===== src/rtl/core/chm_pkg.sv =====
// Shared types, constants and microcode ROM for the chained hash map engine.
package chm_pkg;

  localparam logic [31:0] HASH_MUL = 32'h9E37_79B1;

  localparam logic CMD_FIND    = 1'b0;
  localparam logic CMD_PUT     = 1'b1;
  localparam logic STATUS_DONE = 1'b0;
  localparam logic STATUS_FULL = 1'b1;

  typedef enum logic [3:0] {
    ST_CLEAR,
    ST_IDLE,
    ST_HASH,
    ST_HEAD_RD,
    ST_HEAD_CHK,
    ST_WALK,
    ST_CMP,
    ST_HIT,
    ST_MISS
  } step_t;

  typedef enum logic [3:0] {
    ACT_NONE,
    ACT_CLEAR,
    ACT_LATCH,
    ACT_HASH,
    ACT_HEAD_RD,
    ACT_HEAD_LD,
    ACT_ENTRY_RD,
    ACT_LINK_LD,
    ACT_HIT,
    ACT_MISS
  } act_t;

  typedef enum logic [2:0] {
    COND_ALWAYS,
    COND_START,
    COND_CLR_DONE,
    COND_NO_ENTRY,
    COND_KEY_MATCH
  } cond_t;

  typedef struct packed {
    act_t  act;
    cond_t cond;
    step_t target;
    step_t seq;
  } ctrl_word_t;

  typedef struct packed {
    logic clr_done;
    logic no_entry;
    logic key_match;
  } flags_t;

  function automatic ctrl_word_t ucode_rom(input step_t step);
    ctrl_word_t w;
    unique case (step)
      ST_CLEAR:    w = '{ACT_CLEAR,    COND_CLR_DONE,  ST_IDLE,     ST_CLEAR};
      ST_IDLE:     w = '{ACT_LATCH,    COND_START,     ST_HASH,     ST_IDLE};
      ST_HASH:     w = '{ACT_HASH,     COND_ALWAYS,    ST_HEAD_RD,  ST_HEAD_RD};
      ST_HEAD_RD:  w = '{ACT_HEAD_RD,  COND_ALWAYS,    ST_HEAD_CHK, ST_HEAD_CHK};
      ST_HEAD_CHK: w = '{ACT_HEAD_LD,  COND_ALWAYS,    ST_WALK,     ST_WALK};
      ST_WALK:     w = '{ACT_ENTRY_RD, COND_NO_ENTRY,  ST_MISS,     ST_CMP};
      ST_CMP:      w = '{ACT_LINK_LD,  COND_KEY_MATCH, ST_HIT,      ST_WALK};
      ST_HIT:      w = '{ACT_HIT,      COND_ALWAYS,    ST_IDLE,     ST_IDLE};
      ST_MISS:     w = '{ACT_MISS,     COND_ALWAYS,    ST_IDLE,     ST_IDLE};
      default:     w = '{ACT_NONE,     COND_ALWAYS,    ST_IDLE,     ST_IDLE};
    endcase
    return w;
  endfunction

endpackage


===== src/rtl/core/chm_useq.sv =====
// Microcode sequencer: step counter, control ROM and conditional branching.
module chm_useq (
  input  logic                clk,
  input  logic                rst_n,
  input  logic                start,
  input  chm_pkg::flags_t     flags,
  output chm_pkg::ctrl_word_t ctrl,
  output logic                busy
);
  import chm_pkg::*;

  step_t step_r;
  step_t step_nxt;
  ctrl_word_t word;
  logic take;

  assign word = ucode_rom(step_r);

  always_comb begin
    unique case (word.cond)
      COND_ALWAYS:    take = 1'b1;
      COND_START:     take = start;
      COND_CLR_DONE:  take = flags.clr_done;
      COND_NO_ENTRY:  take = flags.no_entry;
      COND_KEY_MATCH: take = flags.key_match;
      default:        take = 1'b0;
    endcase
    step_nxt = take ? word.target : word.seq;
  end

  always_comb begin
    ctrl = word;
    busy = (step_r != ST_IDLE);
  end

  always_ff @(posedge clk) begin
    if (!rst_n) begin
      step_r <= ST_CLEAR;
    end else begin
      step_r <= step_nxt;
    end
  end

endmodule


===== config.mk =====
export PLATFORM = sky130hd
export DESIGN_NAME = chm_useq
export DESIGN_NICKNAME = d
export VERILOG_FILES = /design/src/rtl/core/chm_pkg.sv /design/src/rtl/core/chm_useq.sv
export SDC_FILE = /design/constraint.sdc
export NUM_CORES = 1
export LEC_CHECK = 0
export BUFFER_PORTS_ARGS = -buffer_cell sky130_fd_sc_hd__buf_2
export CAP_MARGIN = 20
export CORE_ASPECT_RATIO = 1.1
export CORE_MARGIN = 1
export CORE_UTILIZATION = 35
export CTS_BUF_LIST = sky130_fd_sc_hd__clkbuf_8
export CTS_CLUSTER_DIAMETER = 50
export DETAILED_ROUTE_END_ITERATION = 6
export GPL_ROUTABILITY_DRIVEN = 0
export GPL_TIMING_DRIVEN = 0
export PLACE_DENSITY = 0.68
export SLEW_MARGIN = 20
export SYNTH_ARGS = -nofsm -noshare
export SYNTH_HDL_FRONTEND = slang
export SYNTH_SLANG_ARGS = --single-unit

===== constraint.sdc =====
create_clock -name clk -period 2.8 [get_ports clk]
set_input_delay 0.14 -clock clk [delete_from_list [all_inputs] [get_ports clk]]
set_output_delay 0.14 -clock clk [all_outputs]
set_load 0.005 [all_outputs]

==> results of run 1 <==
==> cells in the final DEF (no fill, tap or decap), drive strengths merged, types with 2 or more instances in the layout <==
cell type / netlist / routed
buf: 2 / 22
dfxtp: 17 / 17
ha: 6 / 6
and2: 6 / 6
nor2: 5 / 5
inv: 4 / 5
nand2b: 4 / 4
a22o: 4 / 4
a21oi: 4 / 4
clkbuf: 1 / 4
o21ai: 4 / 4
nand2: 3 / 3
mux2i: 2 / 2
nor2b: 2 / 2
nand4: 2 / 2
a22oi: 2 / 2
==> per-stage QoR <==
step                instance area (um^2)  std cells
floorplan                            911         84
global placement                    1050        135
detailed placement                  1050        135
CTS                                 1090        139
global route                        1090        139
finish                              1090        139
==> how the worst min path moves through the flow <==
stage / to / slack, ns / cells past startpoint
floorplan: step_r[2] / 0.30 / 2
global placement: step_r[2] / 0.50 / 3
detailed placement: step_r[2] / 0.50 / 3
CTS: step_r[2] / 0.24 / 3
global route: step_r[2] / 0.25 / 3
finish: step_r[2] / 0.24 / 3
==> logic make-up after synthesis <==
logic type	Yosys count	share of synthesized area
fa+ha+maj	6	0.0824
simple gates	26	0.190
compound gates	24	0.275
mux	3	0.0385
flops	17	0.374
buf+inv	7	0.0371
other cells	1	0.00412
==> state kept, by name, summed over array words and instances (netlist names) <==
name and cells:
step_r 4, ctrl 13
==> routing by layer <==
metal | wire, um | track usage | share of wire
met3 | 85 | 0.0386 | 0.049
met5 | 0 | 0 | 0
met2 | 848 | 0.240 | 0.49
met1 | 732 | 0.147 | 0.42
met4 | 74 | 0.123 | 0.043
==> layout make-up <==
class                   instances  area, um^2  area share
clock inverters                 1        3.75     0.00343
plain buffers                   3        18.8      0.0171
clock buffers                   3        41.3      0.0377
flip-flops and latches         17         340       0.311
inverters                       4        15.0      0.0137
well taps                      31        38.8      0.0354
repair buffers                 20         100      0.0914
multi-input cells              60         537       0.490
==> power groups by stage <==
stage	Combinational (mW)	Clock, mW	Sequential (mW)
2_1_floorplan	0.443	0	0.394
3_3_place_gp	0.596	0	0.395
3_5_place_dp	0.608	0	0.396
4_1_cts	0.613	0.182	0.390
5_1_grt	0.668	0.190	0.405
6_report	0.607	0.178	0.390
==> critical path, cell delays in order (launching register included) <==
cell     delay [ns]
dfxtp_1        0.38
and4b_4        0.24
a21oi_4        0.21
nand2_4        0.12
mux2_4         0.34
and2_1         0.21
ha_1           0.34
inv_1          0.05
a22o_1         0.19
==> reports/metrics.cfg, run 1 <==
[power_and_ir_drop]
clkPwrFrac = 0.152
pwr-share-comb = 0.517
p_leak_nw = 0.511
p_int_mw = 0.728
p_sw_mw = 0.447
p_sw_frac = 0.381
pwr-share-seq = 0.332
ir_worst_vdd_mv = 0.534
total_power_mw = 1.18
power.density_nw_per_um2 = 1070

[synth]
ys_ff_latch = 17
ys_top_cells_by_area = dfxtp_1 (37%), ha_1 (8.2%), a22o_1 (3.8%)
async_flop_share = 0
yosysMostFrequentCell = dfxtp_1
synth_edf_count = 0
yosysWarnings = 0
netlist_instances = 84
avgSynthCellArea_um2 = 10.8
ys_top_cells_by_count = dfxtp_1 (17), ha_1 (6), nor2_1 (5)
syn-cell-area_um2 = 911
synth_nets = 96
synth_top_flop_cell = dfxtp_1
synth.distinct_cells = 39
synth_top_area_frac = 0.374
synth-seq-area-share = 0.374
synth_top_area_cell = dfxtp_1

[worst_setup_path]
reg2reg_depth = 8
cp.arrival_ns = 2.34
crit_path_end = ctrl[5]
r2r_slack_ns = 0.60
cp_max_fo = 6
r2r-start = ctrl[10]
endpoint_kind = flip-flop
required_ns = 2.95
timing.rr.end = ctrl[5]
critPathKind = reg2reg
crit_path_start = ctrl[10]
cp-start-kind = flip-flop

[final_layout]
n_antenna_cell = 0
drive_gt1_frac = 0.407
utilization = 0.443
fill_cells = 248
syn_to_final_growth_pct = 20.2
final_nets = 121

[grt]
grt_pass1_vias = 706
antenna_found_initial = 0
grt_pass1_wl_um = 2990
grt.overflow.total = 0
grtUsageTotal = 0.145
grt_max_degree = 11

[sta]
hold_viol_final = 0
worst_slack_ns = 0.603
fmaxAchievable_mhz = 455
fin_worst_skew_ns = 0.00261
fin_crit_ns = 2.20
setup_viol = 0
post-route-period-util = 0.784
whs_ns = 0.240
rsz0062_at_grt = false
setup_tns_ns = 0
maxSlewViolCount = 0

[drt]
wl_per_cell_um = 12.5
wirelength_um = 1740
avgViaCountPerCell = 5.08
antenna_left = 0
drt_iter0_drc = 6
dr.pass1.iters = 4
drc_errors = 0
vias = 706

[clock_tree]
clkSinkCount = 17
cts_max_level = 1
cts_buffers = 3
cts_buffer_depth = 2
postCtsHoldBufs = 0
worstSkewPairLatency_ns = 0.25
cts_tree = built
cts_setup_buffers = 0
post_cts_resized = 0
root_buffer = clkbuf_8
cts.clk_slew.worst_paths_ns = 0.06

[hold_path]
hp-class = in2reg
worstHoldStart = rst_n

[floorplan]
die_w_um = 50.6
dieArea_um2 = 2810
num_rows = 19
pin_count = 22
start_util = 0.368
die_h_um = 55.5
fp.coreArea_um2 = 2470

[run_status]
outcome = finished clean

[run]
drv_cap = 0

[placement]
hpwl_um = 1360
dp_slack_ns = 0.616
portBuffers = 20

Note: power is estimated with default switching activity, not from simulation.
==> run 2: changes to the inputs <==
- clock period: 2.8 -> 2.1 ns (I/O delays scaled with it)
==> run 2 against run 1 <==
  * Clock power grew 33%
  * Register-to-register slack lost 0.58 ns
  * Critical path depth is the same
  * Final area grew 1.7%
  * Via count grew 0.85%
  * Sequential share of layout area shrank 0.41 points
  * Worst hold slack lost 0.035 ns
  * Count of clock-buffer cells in the layout is the same
  * Fmax grew 5.6%
  * Flip-flop and latch count is the same
  * Sequential power grew 35%
  * First-iteration DRC count grew 17%
  * Critical path type unchanged
  * Largest cell class unchanged
==> reports/metrics.cfg, run 2 (same netlist as run 1, synthesis figures left out) <==
[power_and_ir_drop]
p_leak_nw = 0.521  ; +1.9%
power.density_nw_per_um2 = 1440  ; +34%
ir_worst_vdd_mv = 0.735  ; +38%
total_power_mw = 1.60  ; +36%

[floorplan]
die_h_um = 55.5  ; unchanged
start_util = 0.368  ; unchanged
die_w_um = 50.6  ; unchanged
fp.coreArea_um2 = 2470  ; unchanged
num_rows = 19  ; unchanged
dieArea_um2 = 2810  ; unchanged
pin_count = 22  ; unchanged

[worst_setup_path]
r2r-start = ctrl[10]
timing.rr.end = ctrl[5]
required_ns = 2.25  ; -0.70 ns
cp-start-kind = flip-flop
cp.arrival_ns = 2.23  ; -0.11 ns
endpoint_kind = flip-flop
reg2reg_depth = 8  ; unchanged
r2r_slack_ns = 0.02  ; -0.58 ns
critPathKind = reg2reg
cp_max_fo = 5  ; -1

[sta]
setup_viol = 0  ; unchanged
fin_crit_ns = 2.08  ; -0.116 ns
setup_tns_ns = 0  ; unchanged
post-route-period-util = 0.991  ; +0.206
fin_worst_skew_ns = 0.00263  ; +0.0000218 ns
hold_viol_final = 0  ; unchanged
fmaxAchievable_mhz = 481  ; +5.6%
maxSlewViolCount = 0  ; unchanged
rsz0062_at_grt = true
worst_slack_ns = 0.0199  ; -0.584 ns

[grt]
met3_usage = 0.0386  ; unchanged
grt_use_met2 = 0.240  ; unchanged
grtUsageTotal = 0.144  ; -0.000564
grt.overflow.total = 0  ; unchanged
top_usage_layer = met2
use_met1 = 0.146  ; -0.00171
grt_max_degree = 11  ; unchanged
antenna_found_initial = 0  ; unchanged
grt_pass1_vias = 708  ; +0.28%
grt_pass1_wl_um = 2990  ; unchanged

[hold_path]
worstHoldStart = rst_n
worstHoldEndpoint = step_r[2]
hp-class = in2reg
worstHoldPathCells = 3  ; unchanged

[clock_tree]
postCtsHoldBufs = 0  ; unchanged
cts_buffers = 3  ; unchanged
root_buffer = clkbuf_8
clkSinkCount = 17  ; unchanged
cts_buffer_depth = 2  ; unchanged
cts.clk_slew.worst_paths_ns = 0.06  ; about the same
cts_max_level = 1  ; unchanged
worstSkewPairLatency_ns = 0.25  ; about the same
cts_tree = built

[drt]
wl_per_cell_um = 12.5  ; -0.51%
drt_iter0_drc = 7  ; +1
antenna_left = 0  ; unchanged
wirelength_um = 1760  ; +0.92%
avgViaCountPerCell = 5.05  ; -0.58%
dr.pass1.iters = 3  ; -1
drc_errors = 0  ; unchanged
vias = 712  ; +0.85%

[final_layout]
largest_register_ffs = 13  ; unchanged
drive_gt1_frac = 0.436  ; +0.0290
final_nets = 123  ; +1.7%
layout_commonest_cell = buf_2
n_antenna_cell = 0  ; unchanged
utilization = 0.450  ; +0.00759
syn_to_final_growth_pct = 22.3
layout_common_cells = buf_2 (20), dfxtp_1 (16), ha_1 (6)
fill_cells = 249  ; +0.40%

[run]
drv_cap = 0  ; unchanged

[placement]
portBuffers = 20  ; unchanged
dp_slack_ns = -0.0836  ; -0.700 ns
hpwl_um = 1360  ; unchanged

[run_status]
outcome = finished clean

run 2: what timing repair did:
| item | 4_1_cts | 5_1_grt |
|---|---|---|
| buffers inserted | 2 | 0 |
| resized for setup | 1 | 1 |
| pin swaps | 1 | 2 |
| endpoints found under the setup margin | 3 | 4 |
run 2: critical path, cell delays in order (launching register included):
cell,delay [ns]
dfxtp_2,0.34
and4b_4,0.35
a21oi_4,0.04
nand2_4,0.11
mux2_4,0.34
and2_1,0.21
ha_1,0.33
inv_1,0.05
a22o_1,0.19
run 2: through the flow:
| stage | instance area, um^2 | instances | hold WS [ns] |
|---|---|---|---|
| final | 1110 | 141 | 0.205 |
| after CTS | 1110 | 141 | 0.204 |
| after global routing | 1110 | 141 | 0.211 |
| after global placement | 1050 | 135 | 0.463 |
| after floorplan | 911 | 84 | 0.268 |
| after detailed placement | 1050 | 135 | 0.470 |
run 2: worst max-delay path by stage:
| stage | from | endpoint | depth (start not counted) |
|---|---|---|---|
| after floorplan | ctrl[10] | ctrl[5] | 8 |
| after global placement | ctrl[10] | ctrl[5] | 8 |
| after detailed placement | ctrl[10] | ctrl[5] | 8 |
| after CTS | ctrl[10] | ctrl[5] | 8 |
| after global routing | ctrl[10] | ctrl[5] | 8 |
| final | ctrl[10] | ctrl[5] | 8 |
run 2: layout make-up:
cell class              instances  area [um^2]  area share
clock inverters                 1         3.75     0.00337
well taps                      31         38.8      0.0348
flip-flops and latches         17          342       0.307
repair buffers                 22          115       0.103
inverters                       4         15.0      0.0135
plain buffers                   3         18.8      0.0169
clock buffers                   3         41.3      0.0371
multi-input cells              60          539       0.484
run 2: metal layers:
layer,wire (um),up-vias,part of all wire
met1,755,337,0.43
met5,0,-,0
li1,-,354,-
met2,849,14,0.48
met3,77,7,0.044
met4,74,0,0.042
run 2: where the power goes:
group          leakage (nW)  internal, mW  switching, mW  total (mW)
logic                 0.353         0.424          0.416       0.840
registers             0.141         0.442         0.0830       0.525
clock network        0.0269         0.130          0.108       0.237
total                 0.521         0.995          0.607        1.60
==> run 3: changes to the inputs <==
- CORE_UTILIZATION: 35 -> 54
- PLACE_DENSITY: 0.68 -> 0.92
==> run 3 against run 2 <==
  * First-iteration DRC count increased by 71%
  * Fmax up 3.4%
  * Worst hold slack improved by 0.00096 ns
  * Total power grew 5.5%
  * Critical endpoint is now ctrl[14]
==> reports/metrics.cfg, run 3 (same netlist as run 1, synthesis figures left out) <==
[clock_tree]
postCtsHoldBufs = 0  ; unchanged
cts_buffers = 3  ; unchanged
clkSinkCount = 17  ; unchanged
cts_tree = built
cts_max_level = 1  ; unchanged
cts_buffer_depth = 2  ; unchanged
root_buffer = clkbuf_8
cts.clk_slew.worst_paths_ns = 0.07  ; about the same
worstSkewPairLatency_ns = 0.26  ; about the same

[sta]
setup_viol = 0  ; unchanged
fin_worst_skew_ns = 0.00831  ; +0.00568 ns
fmaxAchievable_mhz = 497  ; +3.4%
fin_crit_ns = 2.01  ; -0.0688 ns
post-route-period-util = 0.958  ; -0.0327
maxSlewViolCount = 0  ; unchanged
hold_viol_final = 0  ; unchanged
worst_slack_ns = 0.0886  ; +0.0688 ns

[hold_path]
worstHoldPathCells = 3  ; unchanged
hp-class = in2reg
worstHoldEndpoint = step_r[2]
worstHoldStart = rst_n

[worst_setup_path]
timing.rr.end = ctrl[14]
required_ns = 2.28  ; +0.03 ns
cp_max_fo = 5  ; unchanged
r2r-start = ctrl[10]
endpoint_kind = flip-flop
cp.arrival_ns = 2.19  ; -0.04 ns
cpPeakStageDelay_ns = 0.35  ; about the same
critPathKind = reg2reg
path_cells = and4b_4, a21oi_4, nand2_4, mux2i_2, nand2b_2, ha_1, nand4_1, o2bb2ai_1
reg2reg_depth = 8  ; unchanged
cp-start-kind = flip-flop
cp_slowest_cell = and4b_4
r2r_slack_ns = 0.09  ; +0.07 ns

[final_layout]
n_antenna_cell = 0  ; unchanged
drive_gt1_frac = 0.491  ; +0.0545
largest_register_ffs = 13  ; unchanged
layout_commonest_cell = buf_2
final_nets = 123  ; unchanged
syn_to_final_growth_pct = 23.1
layout_common_cells = buf_2 (20), dfxtp_1 (16), ha_1 (5)
utilization = 0.711  ; +0.261

[run]
drv_cap = 0  ; unchanged

[drt]
maxUsedRoutingLayer = met4
avgViaCountPerCell = 5.77  ; +14%
wl_per_cell_um = 15.2  ; +22%
wl_met1_um = 778  ; +3.0%
dr.pass1.iters = 4  ; +1
drc_errors = 0  ; unchanged
wl_met3_um = 49  ; -36%
drt_iter0_drc = 12  ; +5
vias = 733  ; +2.9%
route.met2.wl_um = 1070  ; +26%
wirelength_um = 1930  ; +10%
antenna_left = 0  ; unchanged

[grt]
grt_max_degree = 11  ; unchanged
grt.overflow.total = 0  ; unchanged
grtUsageTotal = 0.234  ; +0.0897
grt_pass1_wl_um = 2860  ; -4.4%
grt_pass1_vias = 684  ; -3.4%
antenna_found_initial = 0  ; unchanged

[placement]
dp_slack_ns = -0.120  ; -0.0367 ns
portBuffers = 20  ; unchanged
hpwl_um = 1450  ; +6.8%

[floorplan]
dieArea_um2 = 1860  ; -34%
pin_count = 22  ; unchanged
fp.coreArea_um2 = 1580  ; -36%
die_h_um = 45.1  ; -19%
start_util = 0.578  ; +0.209
num_rows = 15  ; -4
die_w_um = 41.2  ; -19%

[power_and_ir_drop]
power.density_nw_per_um2 = 1510  ; +4.7%
ir_worst_vdd_mv = 0.797  ; +8.5%
p_leak_nw = 0.519  ; -0.34%

[run_status]
outcome = finished clean

## run 3: critical path: cells and delay by family (launching register included)
kind | cells | cell delay [ns]
AOI/OAI and AO/OA | 2 | 0.26
adders and majority gates | 1 | 0.19
DFF | 1 | 0.34
muxes | 1 | 0.30
and+or+nand+nor | 4 | 0.85
## run 3: power by group
group,switching (mW),internal [mW],total (mW)
Combinational,0.457,0.464,0.921
Sequential,0.0875,0.442,0.529
Clock,0.108,0.132,0.240
## run 3: stage by stage
step | power [mW] | instance area, um^2 | setup TNS, ns | hold WS (ns) | std cells
2_1_floorplan | 1.12 | 911 | 0 | 0.268 | 84
3_3_place_gp | 1.31 | 1030 | -0.0565 | 0.461 | 121
3_5_place_dp | 1.36 | 1030 | -0.207 | 0.471 | 121
4_1_cts | 1.66 | 1110 | 0 | 0.206 | 127
5_1_grt | 1.81 | 1120 | -0.0228 | 0.216 | 127
6_report | 1.69 | 1120 | 0 | 0.206 | 127
## run 3: layout make-up
| type | count | area [um^2] |
|---|---|---|
| Inverter | 4 | 15.0 |
| Clock buffer | 3 | 41.3 |
| Fill cell | 101 | 455 |
| Clock inverter | 1 | 5.00 |
| Buffer | 3 | 18.8 |
| Tap cell | 17 | 21.3 |
| Multi-Input combinational cell | 60 | 563 |
| Timing Repair Buffer | 22 | 115 |
| Sequential cell | 17 | 342 |
## run 3: per-layer routing
layer  global-route usage  up-vias
li1                     -      353
met1                0.251      356
met2                0.413       19
met3               0.0443        5
met4                0.123        0
met5                    0        -
## run 3: how the worst max path moves through the flow
| stage | slack (ns) | from | endpoint |
|---|---|---|---|
| floorplan | 0.06 | ctrl[10] | ctrl[5] |
| global placement | -0.06 | ctrl[10] | ctrl[5] |
| detailed placement | -0.12 | ctrl[10] | ctrl[5] |
| CTS | 0.03 | ctrl[10] | ctrl[14] |
| global route | -0.01 | ctrl[10] | ctrl[14] |
| finish | 0.09 | ctrl[10] | ctrl[14] |
## run 3: what timing repair did
action | in CTS | in global routing
setup endpoints to repair | 7 | 4
gates cloned | 0 | 0
pin swaps | 1 | 1
setup buffers | 2 | 0
gates resized for setup | 2 | 6
